<file path="config.mk">
export PLATFORM = sky130hd
export DESIGN_NAME = sava_final
export DESIGN_NICKNAME = d
export VERILOG_FILES = /design/src/rtl/core/segment_axis_angle_top_defines.svh /design/src/rtl/core/sava_pkg.sv /design/src/rtl/core/sava_final.sv
export SDC_FILE = /design/constraint.sdc
export NUM_CORES = 1
export LEC_CHECK = 0
export BUFFER_PORTS_ARGS = -buffer_cell sky130_fd_sc_hd__buf_2
export CORE_AREA = 2 2 197 199
export CTS_CLUSTER_SIZE = 12
export DETAILED_ROUTE_END_ITERATION = 12
export DIE_AREA = 0 0 199 201
export PLACE_DENSITY = 0.57
export SYNTH_ARGS = -nofsm -noshare
export SYNTH_HDL_FRONTEND = slang
export SYNTH_SLANG_ARGS = --single-unit
</file>
<file path="constraint.sdc">
create_clock -name clk_i -period 7.6 [get_ports clk_i]
set_input_delay 0.38 -clock clk_i [delete_from_list [all_inputs] [get_ports clk_i]]
set_output_delay 0.38 -clock clk_i [all_outputs]
set_load 0.01 [all_outputs]
</file>
<file path="src/rtl/core/segment_axis_angle_top_defines.svh">
// Assertion macros for the segment axis-angle block.
// Used by segment_axis_angle_top; expects clk_i and rst_ni in scope.
`ifndef SEGMENT_AXIS_ANGLE_TOP_DEFINES_SVH
`define SEGMENT_AXIS_ANGLE_TOP_DEFINES_SVH
`ifndef SYNTHESIS
`define SAVA_ASSERT(lbl, prop, msg) \
  lbl: assert property (@(posedge clk_i) disable iff (!rst_ni) prop) else $error(msg);
`define SAVA_ASSERT_NEVER(lbl, cond, msg) \
  lbl: assert property (@(posedge clk_i) disable iff (!rst_ni) !(cond)) else $error(msg);
`else
`define SAVA_ASSERT(lbl, prop, msg)
`define SAVA_ASSERT_NEVER(lbl, cond, msg)
`endif
`endif

</file>
<file path="src/rtl/core/sava_pkg.sv">
// Shared types, widths and the arctangent table of the segment axis-angle block.
// No dependencies; imported by every module of the block.
`timescale 1ns / 1ps
package sava_pkg;

  localparam int unsigned XYZ_W        = 32;
  localparam int unsigned NUM_W        = 2 * XYZ_W;
  localparam int unsigned LEN_W        = 35;
  localparam int unsigned AXIS_W       = 18;
  localparam int unsigned ANGLE_W      = 24;
  localparam int unsigned RQ_BITS      = 49;
  localparam int unsigned LEN_BITS     = 33;
  localparam int unsigned SQRT_STAGES  = RQ_BITS;
  localparam int unsigned NORM_STEPS   = 6;
  localparam int unsigned NORM_TOP     = 60;
  localparam int unsigned CORDIC_STEPS = 24;
  localparam int unsigned DIV_BITS     = 18;
  localparam int unsigned DIV_W        = RQ_BITS + DIV_BITS - 1;
  localparam int unsigned ANGLE_STAGES = NORM_STEPS + CORDIC_STEPS;

  localparam logic [ANGLE_W-1:0]       ANGLE_MAX = 24'd11796480;
  localparam logic signed [AXIS_W-1:0] AXIS_ONE  = 18'sd65536;
  localparam logic [16:0]              Q_ONE     = 17'd65536;
  localparam logic signed [31:0]       Z_90      = 32'sd1509949440;
  localparam logic [31:0]              Z_180     = 32'd3019898880;

  typedef struct packed {
    logic dx_neg;
    logic dx_pos;
    logic dy_neg;
    logic dz_neg;
  } sava_sign_t;

  typedef struct packed {
    sava_sign_t         sign;
    logic               syz_zero;
    logic [XYZ_W-1:0]   xmag;
    logic [XYZ_W-1:0]   ymag;
    logic [XYZ_W-1:0]   zmag;
    logic [NUM_W+1:0]   sall;
    logic [NUM_W:0]     syz;
  } sava_front_t;

  typedef struct packed {
    sava_sign_t              sign;
    logic                    syz_zero;
    logic [XYZ_W-1:0]        xmag;
    logic [XYZ_W-1:0]        ymag;
    logic [XYZ_W-1:0]        zmag;
    logic [2*RQ_BITS-2:0]    rq_rem;
    logic [RQ_BITS-1:0]      rq_root;
    logic [2*LEN_BITS-1:0]   len_rem;
    logic [LEN_BITS-1:0]     len_root;
  } sava_sq_t;

  typedef struct packed {
    sava_sign_t          sign;
    logic                syz_zero;
    logic [LEN_BITS-1:0] len;
    logic [RQ_BITS-1:0]  rq;
    logic [63:0]         x;
    logic [63:0]         y;
    logic signed [31:0]  z;
    logic [NUM_W-1:0]    remy;
    logic [NUM_W-1:0]    remz;
    logic [DIV_BITS-1:0] qy;
    logic [DIV_BITS-1:0] qz;
  } sava_ang_t;

  function automatic logic signed [31:0] atan_q24(input int unsigned idx);
    case (idx)
      0:       return 32'sd754974720;
      1:       return 32'sd445687602;
      2:       return 32'sd235489088;
      3:       return 32'sd119537938;
      4:       return 32'sd60000934;
      5:       return 32'sd30029717;
      6:       return 32'sd15018523;
      7:       return 32'sd7509720;
      8:       return 32'sd3754917;
      9:       return 32'sd1877466;
      10:      return 32'sd938734;
      11:      return 32'sd469367;
      12:      return 32'sd234684;
      13:      return 32'sd117342;
      14:      return 32'sd58671;
      15:      return 32'sd29335;
      16:      return 32'sd14668;
      17:      return 32'sd7334;
      18:      return 32'sd3667;
      19:      return 32'sd1833;
      20:      return 32'sd917;
      21:      return 32'sd458;
      22:      return 32'sd229;
      23:      return 32'sd115;
      default: return 32'sd0;
    endcase
  endfunction

endpackage

</file>
<file path="src/rtl/core/sava_final.sv">
// Angle clamp, mirror and rounding, axis clamp and sign, degenerate cases and
// the output register. Depends on sava_pkg.
`timescale 1ns / 1ps
module sava_final import sava_pkg::*; (
  input  logic                     clk_i,
  input  logic                     rst_ni,
  input  logic                     en_i,
  input  logic                     valid_i,
  input  sava_ang_t                data_i,
  output logic                     valid_o,
  output logic [LEN_W-1:0]         seg_length_o,
  output logic signed [AXIS_W-1:0] axis_x_o,
  output logic signed [AXIS_W-1:0] axis_y_o,
  output logic [ANGLE_W-1:0]       angle_deg_o
);

  logic                      valid1_q, valid2_q;
  logic signed [31:0]        zc;
  logic [31:0]               zu_d, zu_q;
  logic [16:0]               qy_d, qz_d, qy_q, qz_q;
  sava_sign_t                sign_q;
  logic                      zero_q;
  logic [LEN_BITS-1:0]       len_q;
  logic [32:0]               rnd;
  logic [ANGLE_W-1:0]        ang_d, ang_q;
  logic signed [AXIS_W-1:0]  qy_s, qz_s;
  logic signed [AXIS_W-1:0]  ax_d, ay_d, ax_q, ay_q;
  logic [LEN_W-1:0]          len_out_q;

  always_comb begin
    if (data_i.z < 0) begin
      zc = '0;
    end else if (data_i.z > Z_90) begin
      zc = Z_90;
    end else begin
      zc = data_i.z;
    end
    zu_d = data_i.sign.dx_neg ? (Z_180 - $unsigned(zc)) : $unsigned(zc);
    qy_d = (data_i.qy > DIV_BITS'(Q_ONE)) ? Q_ONE : data_i.qy[16:0];
    qz_d = (data_i.qz > DIV_BITS'(Q_ONE)) ? Q_ONE : data_i.qz[16:0];
  end

  always_comb begin
    rnd  = {1'b0, zu_q} + 33'd128;
    qy_s = $signed({1'b0, qy_q});
    qz_s = $signed({1'b0, qz_q});
    if (rnd[32:8] > {1'b0, ANGLE_MAX}) begin
      ang_d = ANGLE_MAX;
    end else begin
      ang_d = rnd[31:8];
    end
    ax_d = sign_q.dz_neg ? qz_s : -qz_s;
    ay_d = sign_q.dy_neg ? -qy_s : qy_s;
    if (zero_q) begin
      ax_d = '0;
      if (sign_q.dx_pos) begin
        ay_d  = '0;
        ang_d = '0;
      end else begin
        ay_d  = AXIS_ONE;
        ang_d = ANGLE_MAX;
      end
    end
  end

  always_ff @(posedge clk_i or negedge rst_ni) begin
    if (!rst_ni) begin
      valid1_q <= 1'b0;
      valid2_q <= 1'b0;
    end else if (en_i) begin
      valid1_q <= valid_i;
      valid2_q <= valid1_q;
    end
  end

  always_ff @(posedge clk_i) begin
    if (en_i) begin
      zu_q      <= zu_d;
      qy_q      <= qy_d;
      qz_q      <= qz_d;
      sign_q    <= data_i.sign;
      zero_q    <= data_i.syz_zero;
      len_q     <= data_i.len;
      ang_q     <= ang_d;
      ax_q      <= ax_d;
      ay_q      <= ay_d;
      len_out_q <= {{(LEN_W-LEN_BITS){1'b0}}, len_q};
    end
  end

  assign valid_o      = valid2_q;
  assign seg_length_o = len_out_q;
  assign axis_x_o     = ax_q;
  assign axis_y_o     = ay_q;
  assign angle_deg_o  = ang_q;

endmodule

</file>
Word-level counts from Yosys, hierarchy flattened
Index checks and enable logic that the tools add are counted.
- output and inout port bits: 96
- input bits: 415
- register bits after elaboration: 198
- logic and storage cells: 35
- reductions and logical operators: 1
- add/subtract/negate cells: 4
- mux-type cells: 10
- order comparisons: 5
- operators with widths (operator ; number):
    $mux 32 ; 3
    $mux 24 ; 3
    $gt 18x17->1 const B ; 2
    $mux 18 ; 2
    $neg 17->18 ; 2
    $mux 17 ; 2
    $add 32x8->33 const B ; 1
    $gt 32x32->1 const B ; 1
    $lt 32x1->1 const B ; 1
    $sub 32x32->32 const A ; 1
    $gt 25x24->1 const B ; 1
    $reduce_or 2->1 ; 1

Longest topological paths before layout
Gate-level depths: netlist of the first run.
- depth in word-level cells: 5
- depth in mapped cells: 10
- gate-level depth less buffers: 8

Worst setup path after synthesis of the first run
Ideal clock, no wire load.
- path type: flip-flop to flip-flop
- start point: register zu_q[7]
- end point: register ang_q[14] (netlist: angle_deg_o[14]), data pin
- cell stages (with the launch flop): 11
- setup time: 141 ps
- path slack: 4896 ps
- arrival: 2564 ps
- data required time: 7459 ps
- cells stage by stage: edfxtp_1 ha_1 nand4_1 buf_2 nor3_2 mux2_2 mux2_2 nor4b_2 nand4b_4 buf_6 a21oi_2
- longest elaborated chain between the ends: 4
- RTL lines (what ; RTL line ; RTL):
    from (decl) ; sava_final.sv:19 ; logic [31:0] zu_d, zu_q;
    from (signal assigned) ; sava_final.sv:78 ; zu_q <= zu_d;
    $add 32x8->33 * ; sava_final.sv:44 ; rnd = {1'b0, zu_q} + 33'd128;
    $gt 25x24->1 ; sava_final.sv:47 ; if (rnd[32:8] > {1'b0, ANGLE_MAX}) begin
    $mux 24 * ; sava_final.sv:47 ;
    $mux 24 * ; sava_final.sv:54 ; if (zero_q) begin
    to (signal assigned) ; sava_final.sv:84 ; ang_q <= ang_d;
    to (decl) ; sava_final.sv:25 ; logic [ANGLE_W-1:0] ang_d, ang_q;
Mark *: on every way between the ends. The rest lies on a longest branch, timed or not.
A chain may end at the register's enable or synchronous reset.

Final worst setup path of the first run
- start point: register zu_q[8]
- end point: register ang_q[0] (netlist: angle_deg_o[0]), data pin
Same word-level chain as after synthesis.

==> flow_metrics.env, run 1 <==
export IMPL_cts_sinks=191
export IMPL_hold_start="data_i[373]"
export IMPL_via_per_inst=4.289
export IMPL_synth_top_family_by_area="simple AND/OR/NAND/NOR gates"
export IMPL_synth_top_area_share=0.6415
export IMPL_timing_final_max_slew_violations=0
export IMPL_insertion_delay_ns=0.44
export IMPL_synth_ff_type="edfxtp_1"
export IMPL_synth_compound_area_frac=0.08825
export IMPL_drtAntennaViolNets=0
export IMPL_synth_simple_area_share=0.1602
export IMPL_synth_most_common_cell="edfxtp_1"
export IMPL_synth_edf_count=189
export IMPL_avgSynthCellArea_sq_um=12.99
export IMPL_worst_pin_slew_ns=0.9182
export IMPL_cts_clk_slew_worst_paths_ns=0.07
export IMPL_clock_skew_ns=0.01098
export IMPL_std_cell_rows=72
export IMPL_start_util=0.2322
export IMPL_r2r_slack_ns=3.84
export IMPL_totalWireLength_um=24620
export IMPL_fin_crit_ns=3.765
export IMPL_drive_gt1_frac=0.3045
export IMPL_numCtsBuffers=17
export IMPL_seq_area_frac_synth=0.6472
export IMPL_rsz0062_at_grt="false"
export IMPL_nNetsFinal=1295
export IMPL_endpoint_kind="flop"
export IMPL_reg2reg_to="angle_deg_o[0]"
export IMPL_nFillCells=3917
export IMPL_critPathKind="reg -> reg"
export IMPL_worst_slack_ns=3.835
export IMPL_synthAdderAreaFrac=0.004243
export IMPL_slew_headroom=0.3879
export IMPL_grt_ovfl_total=0
export IMPL_die_h_um=201
export IMPL_drv_cap=0
export IMPL_syn_to_final_growth_pct=24.86
export IMPL_muxShareOfSynthArea=0.01216
export IMPL_p_per_area_nw_per_um2=232.1
export IMPL_post_synth_top_area_cell="edfxtp_1"
export IMPL_peakVddDrop_v=0.0001278
export IMPL_rr_startpoint="zu_q[8]"
export IMPL_cts_htree_levels=4
export IMPL_cts_tree="yes"
export IMPL_ys_ff_latch=191
export IMPL_yosys_warnings=0
export IMPL_die_x_um=199
export IMPL_final_util=0.2899
export IMPL_grt_usage=0.1222
export IMPL_vias=6052
export IMPL_place_gp_congestion=0.8370
export IMPL_place_ws_ns=3.796
export IMPL_port_buffers=203
export IMPL_path_max_fanout=18
export IMPL_fin_setup_tns_ns=0
export IMPL_routedWlPerCell_um=17.45
export IMPL_max_freq_mhz=265.6
export IMPL_die_area_sq_um=40000
export IMPL_arrival_ns=3.95
export IMPL_start_kind="flop"
export IMPL_fp_coreArea_sq_um=38110
export IMPL_yosysUniqueCellTypes=70
export IMPL_hold_viol=0
export IMPL_drt_initial_drc_count=342
export IMPL_clockBufferDepth=2
export IMPL_crit_start="zu_q[8]"
export IMPL_worstSetupEndpoint="angle_deg_o[0]"
export IMPL_root_buffer="clkbuf_16"
export IMPL_min_path_cells=1
export IMPL_async_flop_share=0.01047
export IMPL_hp_class="in -> reg"
export IMPL_dr_pass1_iters=5
export IMPL_drc_errors=0
export IMPL_synth_cells=681
export IMPL_finalSetupViolations=0
export IMPL_post_dp_hpwl_um=19230
export IMPL_min_period_over_period=0.4954
export IMPL_grt_pass1_wl_um=35830
export IMPL_p_leak_uw=0.004084
export IMPL_synthTopCellsByCount="edfxtp_1 (189), nor2_1 (67), xor2_1 (38)"
export IMPL_io_pins=511
export IMPL_antenna_found_initial=7
export IMPL_cp_data_required_time_ns=7.79
export IMPL_status="completed"
export IMPL_grt_pass1_vias=5949
export IMPL_rr_worst_depth=8
export IMPL_synthXorXnorAreaFrac=0.06534
export IMPL_netlist_area_sq_um=8847
export IMPL_synthTopCellsByArea="edfxtp_1 (64%), xor2_1 (3.8%), nor2_1 (2.8%)"
export IMPL_grt_max_degree=69
[cell usage in the layout (no fill, tap or decap), drive strengths merged, types with 4 or more instances in the layout]
cell type  count
a21o           5
a21oi         43
a31oi          4
and2          36
and4           5
buf          207
bufinv         4
clkbuf        18
edfxtp       189
inv           18
mux2           6
mux2i          4
nand2         28
nand2b         8
nand3         15
nand4          7
nor2          67
nor3          18
nor4          22
o21ai         25
o31ai         10
or3           14
or4            8
xnor2         28
xor2          38
[worst min-delay path by stage]
| stage | end | slack [ns] |
|---|---|---|
| 2_1_floorplan | valid1_q | 0.08 |
| 3_3_place_gp | valid_o | 0.16 |
| 3_5_place_dp | valid1_q | 0.17 |
| 4_1_cts | len_q[0] | 0.09 |
| 5_1_grt | zero_q | 0.09 |
| 6_report | len_q[0] | 0.11 |
[routing by layer]
layer | vias up | part of all wire | global-route usage
met5 | - | 0.0024 | 0
met4 | 8 | 0.046 | 0.06983
met3 | 38 | 0.039 | 0.02772
met2 | 141 | 0.50 | 0.2093
met1 | 2910 | 0.41 | 0.1392
li1 | 2955 | - | -
[area by class of cell]
class                   instances  area [sq um]  area share
diodes                          3         7.507   0.0006796
clock buffers                  18         429.2     0.03885
clock inverters                14         200.2     0.01812
inverters                      12         45.04    0.004077
multi-input cells             447          2929      0.2652
flip-flops and latches        191          5725      0.5183
well taps                     518         648.1     0.05867
repair buffers                208          1062     0.09616
[report_power, final]
part / switching, uW / internal, uW
Clock: 411 / 558
Sequential: 55.9 / 1260
Combinational: 168 / 113
[flip-flops by register name (all words and copies together) (netlist names)]
register	flops
valid_o	1
axis_x_o	18
sign_q	3
seg_length_o	33
qz_q	17
len_q	33
angle_deg_o	24
qy_q	17
zero_q	1
zu_q	25
axis_y_o	18
valid1_q	1
[kinds of logic (layout without fill, tap and decap cells)]
| group | Yosys count | count (layout) |
|---|---|---|
| muxes | 10 | 10 |
| xor gates and xnor gates | 66 | 66 |
| DFF | 191 | 191 |
| and+or+nand+nor | 249 | 249 |
| adders and majority gates | 3 | 3 |
| AOI/OAI and AO/OA | 117 | 117 |
| buffers and inverters | 44 | 252 |
| other | 1 | 5 |
[stage by stage]
stage	instances	power, uW	hold WS, ns	area [sq um]
global route	1411	2667	0.09358	11050
CTS	1408	2598	0.08953	11040
finish	1411	2564	0.1126	11050
floorplan	682	1468	0.08441	8851
global placement	1375	1619	0.1645	10400
detailed placement	1375	1623	0.1673	10400
[what timing repair did]
action,4_1_cts,5_1_grt
hold buffers,1,0
endpoints found under the hold margin,2,0
gates resized for setup,0,0
setup buffers,0,0
[critical path: stages, from the launching register on]
cell	delay (ns)
edfxtp_1	0.42
ha_1	0.30
nand4_1	0.49
nor3_2	0.44
mux2_2	0.37
mux2_2	0.29
nor4b_2	0.32
nand4b_4	0.37
a21boi_0	0.51
Note: power is estimated with default switching activity, not from simulation.
==> run 2: changes to the inputs <==
- CORE_AREA: 2 2 197 199 -> 2 2 198 200
- DIE_AREA: 0 0 199 201 -> 0 0 200 202
- PLACE_DENSITY: 0.57 -> 0.58
- clock period: 7.6 -> 3.02 ns (I/O delays scaled with it)
==> flow_metrics.env, run 2 (synthesis results as in run 1) <==
export IMPL_status="completed"
export IMPL_arrival_ns=3.09
export IMPL_via_per_inst=4.264
export IMPL_grt_pass1_vias=6391
export IMPL_drc_errors=0
export IMPL_final_util=0.3109
export IMPL_finalSetupViolations=0
export IMPL_clock_skew_ns=0.007694
export IMPL_critPathKind="reg -> reg"
export IMPL_syn_to_final_growth_pct=34.52
export IMPL_dpl_cell_area_sq_um=10620
export IMPL_post_cts_setup_buffers=0
export IMPL_drtAntennaViolNets=0
export IMPL_post_dp_hpwl_um=19600
export IMPL_cts_sinks=191
export IMPL_path_buf_inv=1
export IMPL_cp_data_required_time_ns=3.23
export IMPL_die_h_um=202
export IMPL_p_leak_uw=0.004486
export IMPL_totalWireLength_um=25680
export IMPL_min_period_over_period=0.9539
export IMPL_cts_clk_slew_worst_paths_ns=0.08
export IMPL_nNetsFinal=1383
export IMPL_worstPathCellList="ha_1 > nand4_1 > or4_1 > or3_1 > o211ai_1 > and4bb_1 > nand4b_4 > a21oi_1 > buf_4"
export IMPL_start_util=0.2311
export IMPL_drive_gt1_frac=0.3047
export IMPL_multiInputGateArea_sq_um=2947
export IMPL_cpPeakStageDelay_ns=0.68
export IMPL_timing_final_max_slew_violations=0
export IMPL_routedWlPerCell_um=17.13
export IMPL_root_buffer="clkbuf_16"
export IMPL_insertion_delay_ns=0.45
export IMPL_hold_viol=0
export IMPL_drv_cap=0
export IMPL_start_kind="flop"
export IMPL_slew_headroom=0.4468
export IMPL_worst_pin_slew_ns=0.8297
export IMPL_grt_pass1_wl_um=37360
export IMPL_endpoint_kind="flop"
export IMPL_place_gp_congestion=0.8344
export IMPL_peakVddDrop_v=0.0004036
export IMPL_fin_crit_ns=2.881
export IMPL_final_cell_mix="buf_2 (202), edfxtp_1 (189), nor2_1 (67)"
export IMPL_std_cell_rows=72
export IMPL_fp_coreArea_sq_um=38290
export IMPL_fin_setup_tns_ns=0
export IMPL_max_freq_mhz=347.1
export IMPL_grt_usage=0.1265
export IMPL_clockBufferDepth=2
export IMPL_grt_ovfl_total=0
export IMPL_grt_max_degree=71
export IMPL_io_pins=511
export IMPL_final_common_cell="buf_2"
export IMPL_nFillCells=3846
export IMPL_drt_initial_drc_count=514
export IMPL_vias=6392
export IMPL_dr_pass1_iters=4
export IMPL_numCtsBuffers=17
export IMPL_cts_tree="yes"
export IMPL_antenna_found_initial=4
export IMPL_hp_class="in -> reg"
export IMPL_dp_cells=1398
export IMPL_p_per_area_nw_per_um2=538.5
export IMPL_cts_htree_levels=4
export IMPL_slowest_stage="or4_1"
export IMPL_die_area_sq_um=40400
export IMPL_path_max_fanout=8
export IMPL_seq_area_sq_um=5725
export IMPL_fin_cells=1499
export IMPL_stdcell_area_sq_um=11900
export IMPL_path_delay_family="simple AND/OR/NAND/NOR gates"
export IMPL_port_buffers=203
export IMPL_die_x_um=200
[run 2: cell count changes in the layout (fill, tap and decap cells not counted), moves of 2 or more]
| cell | delta |
|---|---|
| dlygate4sd3_1 | +65 |
| inv_8 | +3 |
| buf_12 | +4 |
| buf_4 | +19 |
| clkinv_4 | +2 |
| bufinv_16 | -3 |
[run 2: final cells by class]
class                   instances  share of cell area
flip-flops and latches        191              0.4811
multi-input cells             447              0.2476
repair buffers                296              0.1626
well taps                     518             0.05446
clock buffers                  17             0.03574
clock inverters                15             0.01409
inverters                      12            0.003785
diodes                          3           0.0006308
[run 2: final timing paths]
check                            from               end  slack, ns  cells past startpoint
max in group asynchronous      rst_ni           valid_o       2.35                      3
min in group asynchronous      rst_ni          valid1_q       0.55                      3
min                        data_i[24]           qy_q[6]       0.03                      2
max                           zu_q[7]    angle_deg_o[2]       0.14                      9
max reg2reg                   zu_q[7]    angle_deg_o[2]       0.14                      9
min reg2reg                 len_q[13]  seg_length_o[13]       0.42                      0
[run 2: timing repair]
item	4_1_cts	5_1_grt
endpoints found under the setup margin	0	1
hold buffers	66	0
hold endpoints to repair	64	0
gates resized for setup	0	4
[run 2: per-layer routing]
layer / track usage / routed length [um]
met1: 0.1384 / 10350
met2: 0.2304 / 13250
met3: 0.02737 / 1246
met4: 0.05952 / 824
met5: 0 / 0
[run 2: metrics by stage]
stage / setup WS, ns / hold slack, ns / total power (uW)
final: 0.1393 / 0.02585 / 6409
after global routing: -0.009938 / 0.008556 / 6679
after CTS: 0.1441 / 0.005516 / 6490
after detailed placement: 0.1437 / -0.06105 / 4132
after global placement: 0.1860 / -0.06459 / 4128
after floorplan: 0.3156 / -0.1446 / 3695
[run 2: where the power goes]
part           internal (uW)  leakage [uW]  total (uW)  switching [uW]
clock network           1180      0.000286        2270            1090
logic                    373       0.00231         833             460
registers               3170       0.00189        3300             138
==> run 3: changes to the inputs <==
- PLACE_DENSITY: 0.58 -> unset
==> flow_metrics.env, run 3 (synthesis results as in run 1) <==
export IMPL_drv_cap=0
export IMPL_cpPeakStageDelay_ns=0.48
export IMPL_grt_max_degree=71
export IMPL_switching_share=0.2708
export IMPL_grt_pass1_wl_um=37880
export IMPL_nNetsFinal=1372
export IMPL_die_x_um=200
export IMPL_max_freq_mhz=354.1
export IMPL_vias=6358
export IMPL_worstPathCellList="and4_1 > nand4_1 > nor3_4 > xor2_1 > nor2_1 > o21ai_1 > buf_12 > a21boi_0 > buf_4"
export IMPL_min_path_cells=2
export IMPL_combPwrFrac=0.127
export IMPL_totalWireLength_um=26020
export IMPL_diodes=0
export IMPL_slowest_stage="edfxtp_1"
export IMPL_io_pins=511
export IMPL_final_common_cell="buf_2"
export IMPL_slew_headroom=0.4489
export IMPL_hp_class="in -> reg"
export IMPL_syn_to_final_growth_pct=32.95
export IMPL_finalSetupViolations=0
export IMPL_place_gp_congestion=0.8511
export IMPL_status="completed"
export IMPL_cts_sinks=191
export IMPL_port_buffers=203
export IMPL_cp_data_required_time_ns=3.21
export IMPL_hold_viol=0
export IMPL_endpoint_kind="flop"
export IMPL_timing_final_max_slew_violations=0
export IMPL_intPower_uw=4644
export IMPL_die_area_sq_um=40400
export IMPL_switchingPower_uw=1725
export IMPL_critPathKind="reg -> reg"
export IMPL_numCtsBuffers=17
export IMPL_start_kind="flop"
export IMPL_peakVddDrop_v=0.0003554
export IMPL_root_buffer="clkbuf_16"
export IMPL_post_cts_setup_buffers=0
export IMPL_fin_setup_tns_ns=0
export IMPL_via_per_inst=4.281
export IMPL_std_cell_rows=72
export IMPL_clock_skew_ns=0.01364
export IMPL_drtAntennaViolNets=0
export IMPL_dpl_cell_area_sq_um=10620
export IMPL_antenna_found_initial=2
export IMPL_insertion_delay_ns=0.44
export IMPL_die_h_um=202
export IMPL_fp_coreArea_sq_um=38290
export IMPL_power_total_uw=6368
export IMPL_cts_htree_levels=4
export IMPL_p_seq_frac=0.520
export IMPL_p_leak_uw=0.004438
export IMPL_path_buf_inv=2
export IMPL_fin_crit_ns=2.824
export IMPL_p_per_area_nw_per_um2=541.4
export IMPL_drive_gt1_frac=0.3082
export IMPL_final_cell_mix="buf_2 (202), edfxtp_1 (189), nor2_1 (67)"
export IMPL_arrival_ns=3.02
export IMPL_start_util=0.2311
export IMPL_post_dp_hpwl_um=20190
export IMPL_path_depth=9
export IMPL_rsz0062_at_grt="false"
export IMPL_routedWlPerCell_um=17.52
export IMPL_path_max_fanout=21
export IMPL_worst_pin_slew_ns=0.8266
export IMPL_clkPwrFrac=0.353
export IMPL_drt_initial_drc_count=661
export IMPL_path_delay_family="simple AND/OR/NAND/NOR gates"
export IMPL_drc_errors=0
export IMPL_grt_ovfl_total=0
export IMPL_cts_tree="yes"
export IMPL_cts_clk_slew_worst_paths_ns=0.08
export IMPL_rr_worst_depth=9
export IMPL_clockBufferDepth=2
export IMPL_grt_pass1_vias=6270
export IMPL_grt_usage=0.1278
export IMPL_stdcell_area_sq_um=11760
export IMPL_min_period_over_period=0.9350
export IMPL_dr_pass1_iters=5
[run 3: cell types whose count changed in the layout (fill, tap and decap cells not counted), moves of 2 or more]
cell / previous run / this run
diode_2: 3 / 0
inv_6: 4 / 2
inv_8: 4 / 6
clkinv_8: 1 / 3
buf_4: 23 / 25
dlygate4sd3_1: 66 / 54
[run 3: worst paths after layout]
path,start,end,slack (ns)
setup / recovery,zu_q[21],angle_deg_o[0],0.20
hold / removal,data_i[26],qy_q[8],0.02
setup reg to reg,zu_q[21],angle_deg_o[0],0.20
hold reg to reg,len_q[18],seg_length_o[18],0.42
max in group asynchronous,rst_ni,valid_o,2.89
min in group asynchronous,rst_ni,valid1_q,0.04
[run 3: final cells by class]
class                      count  area (sq um)
clock buffer                  17         425.4
inverter                      12         45.04
timing repair buffer         285          1810
fill                        3842         26520
clock inverter                15         167.7
multi-input combinational    447          2940
sequential                   191          5725
tap                          518         648.1
[run 3: routing by layer]
| metal | global-route usage | vias up | routed length [um] |
|---|---|---|---|
| met5 | 0 | - | 27 |
| met4 | 0.04127 | 4 | 529 |
| met1 | 0.1465 | 3041 | 10440 |
| met3 | 0.02520 | 27 | 1190 |
| met2 | 0.2357 | 186 | 13830 |
| li1 | - | 3100 | - |
[run 3: power by group through the flow]
| stage | Clock [uW] | Sequential, uW | Combinational [uW] |
|---|---|---|---|
| 2_1_floorplan | 0 | 3360 | 331 |
| 3_3_place_gp | 0 | 3370 | 754 |
| 3_5_place_dp | 0 | 3370 | 759 |
| 4_1_cts | 2310 | 3320 | 818 |
| 5_1_grt | 2420 | 3330 | 890 |
| 6_report | 2250 | 3310 | 811 |
[run 3: timing repair]
item	4_1_cts	5_1_grt
hold endpoints to repair	53	1
setup endpoints to repair	0	16
resized for setup	0	2
hold buffers	53	1
[run 3: metrics by stage]
stage | hold WS [ns] | util | cells | setup WS, ns
floorplan | -0.1446 | - | 682 | 0.3156
global placement | -0.06469 | 0.2773 | 1399 | 0.1997
detailed placement | -0.06037 | 0.2773 | 1399 | 0.1295
CTS | 0.0004513 | 0.3067 | 1484 | 0.1097
global route | 0.002198 | 0.3072 | 1485 | 0.0009666
finish | 0.01830 | 0.3072 | 1485 | 0.1962
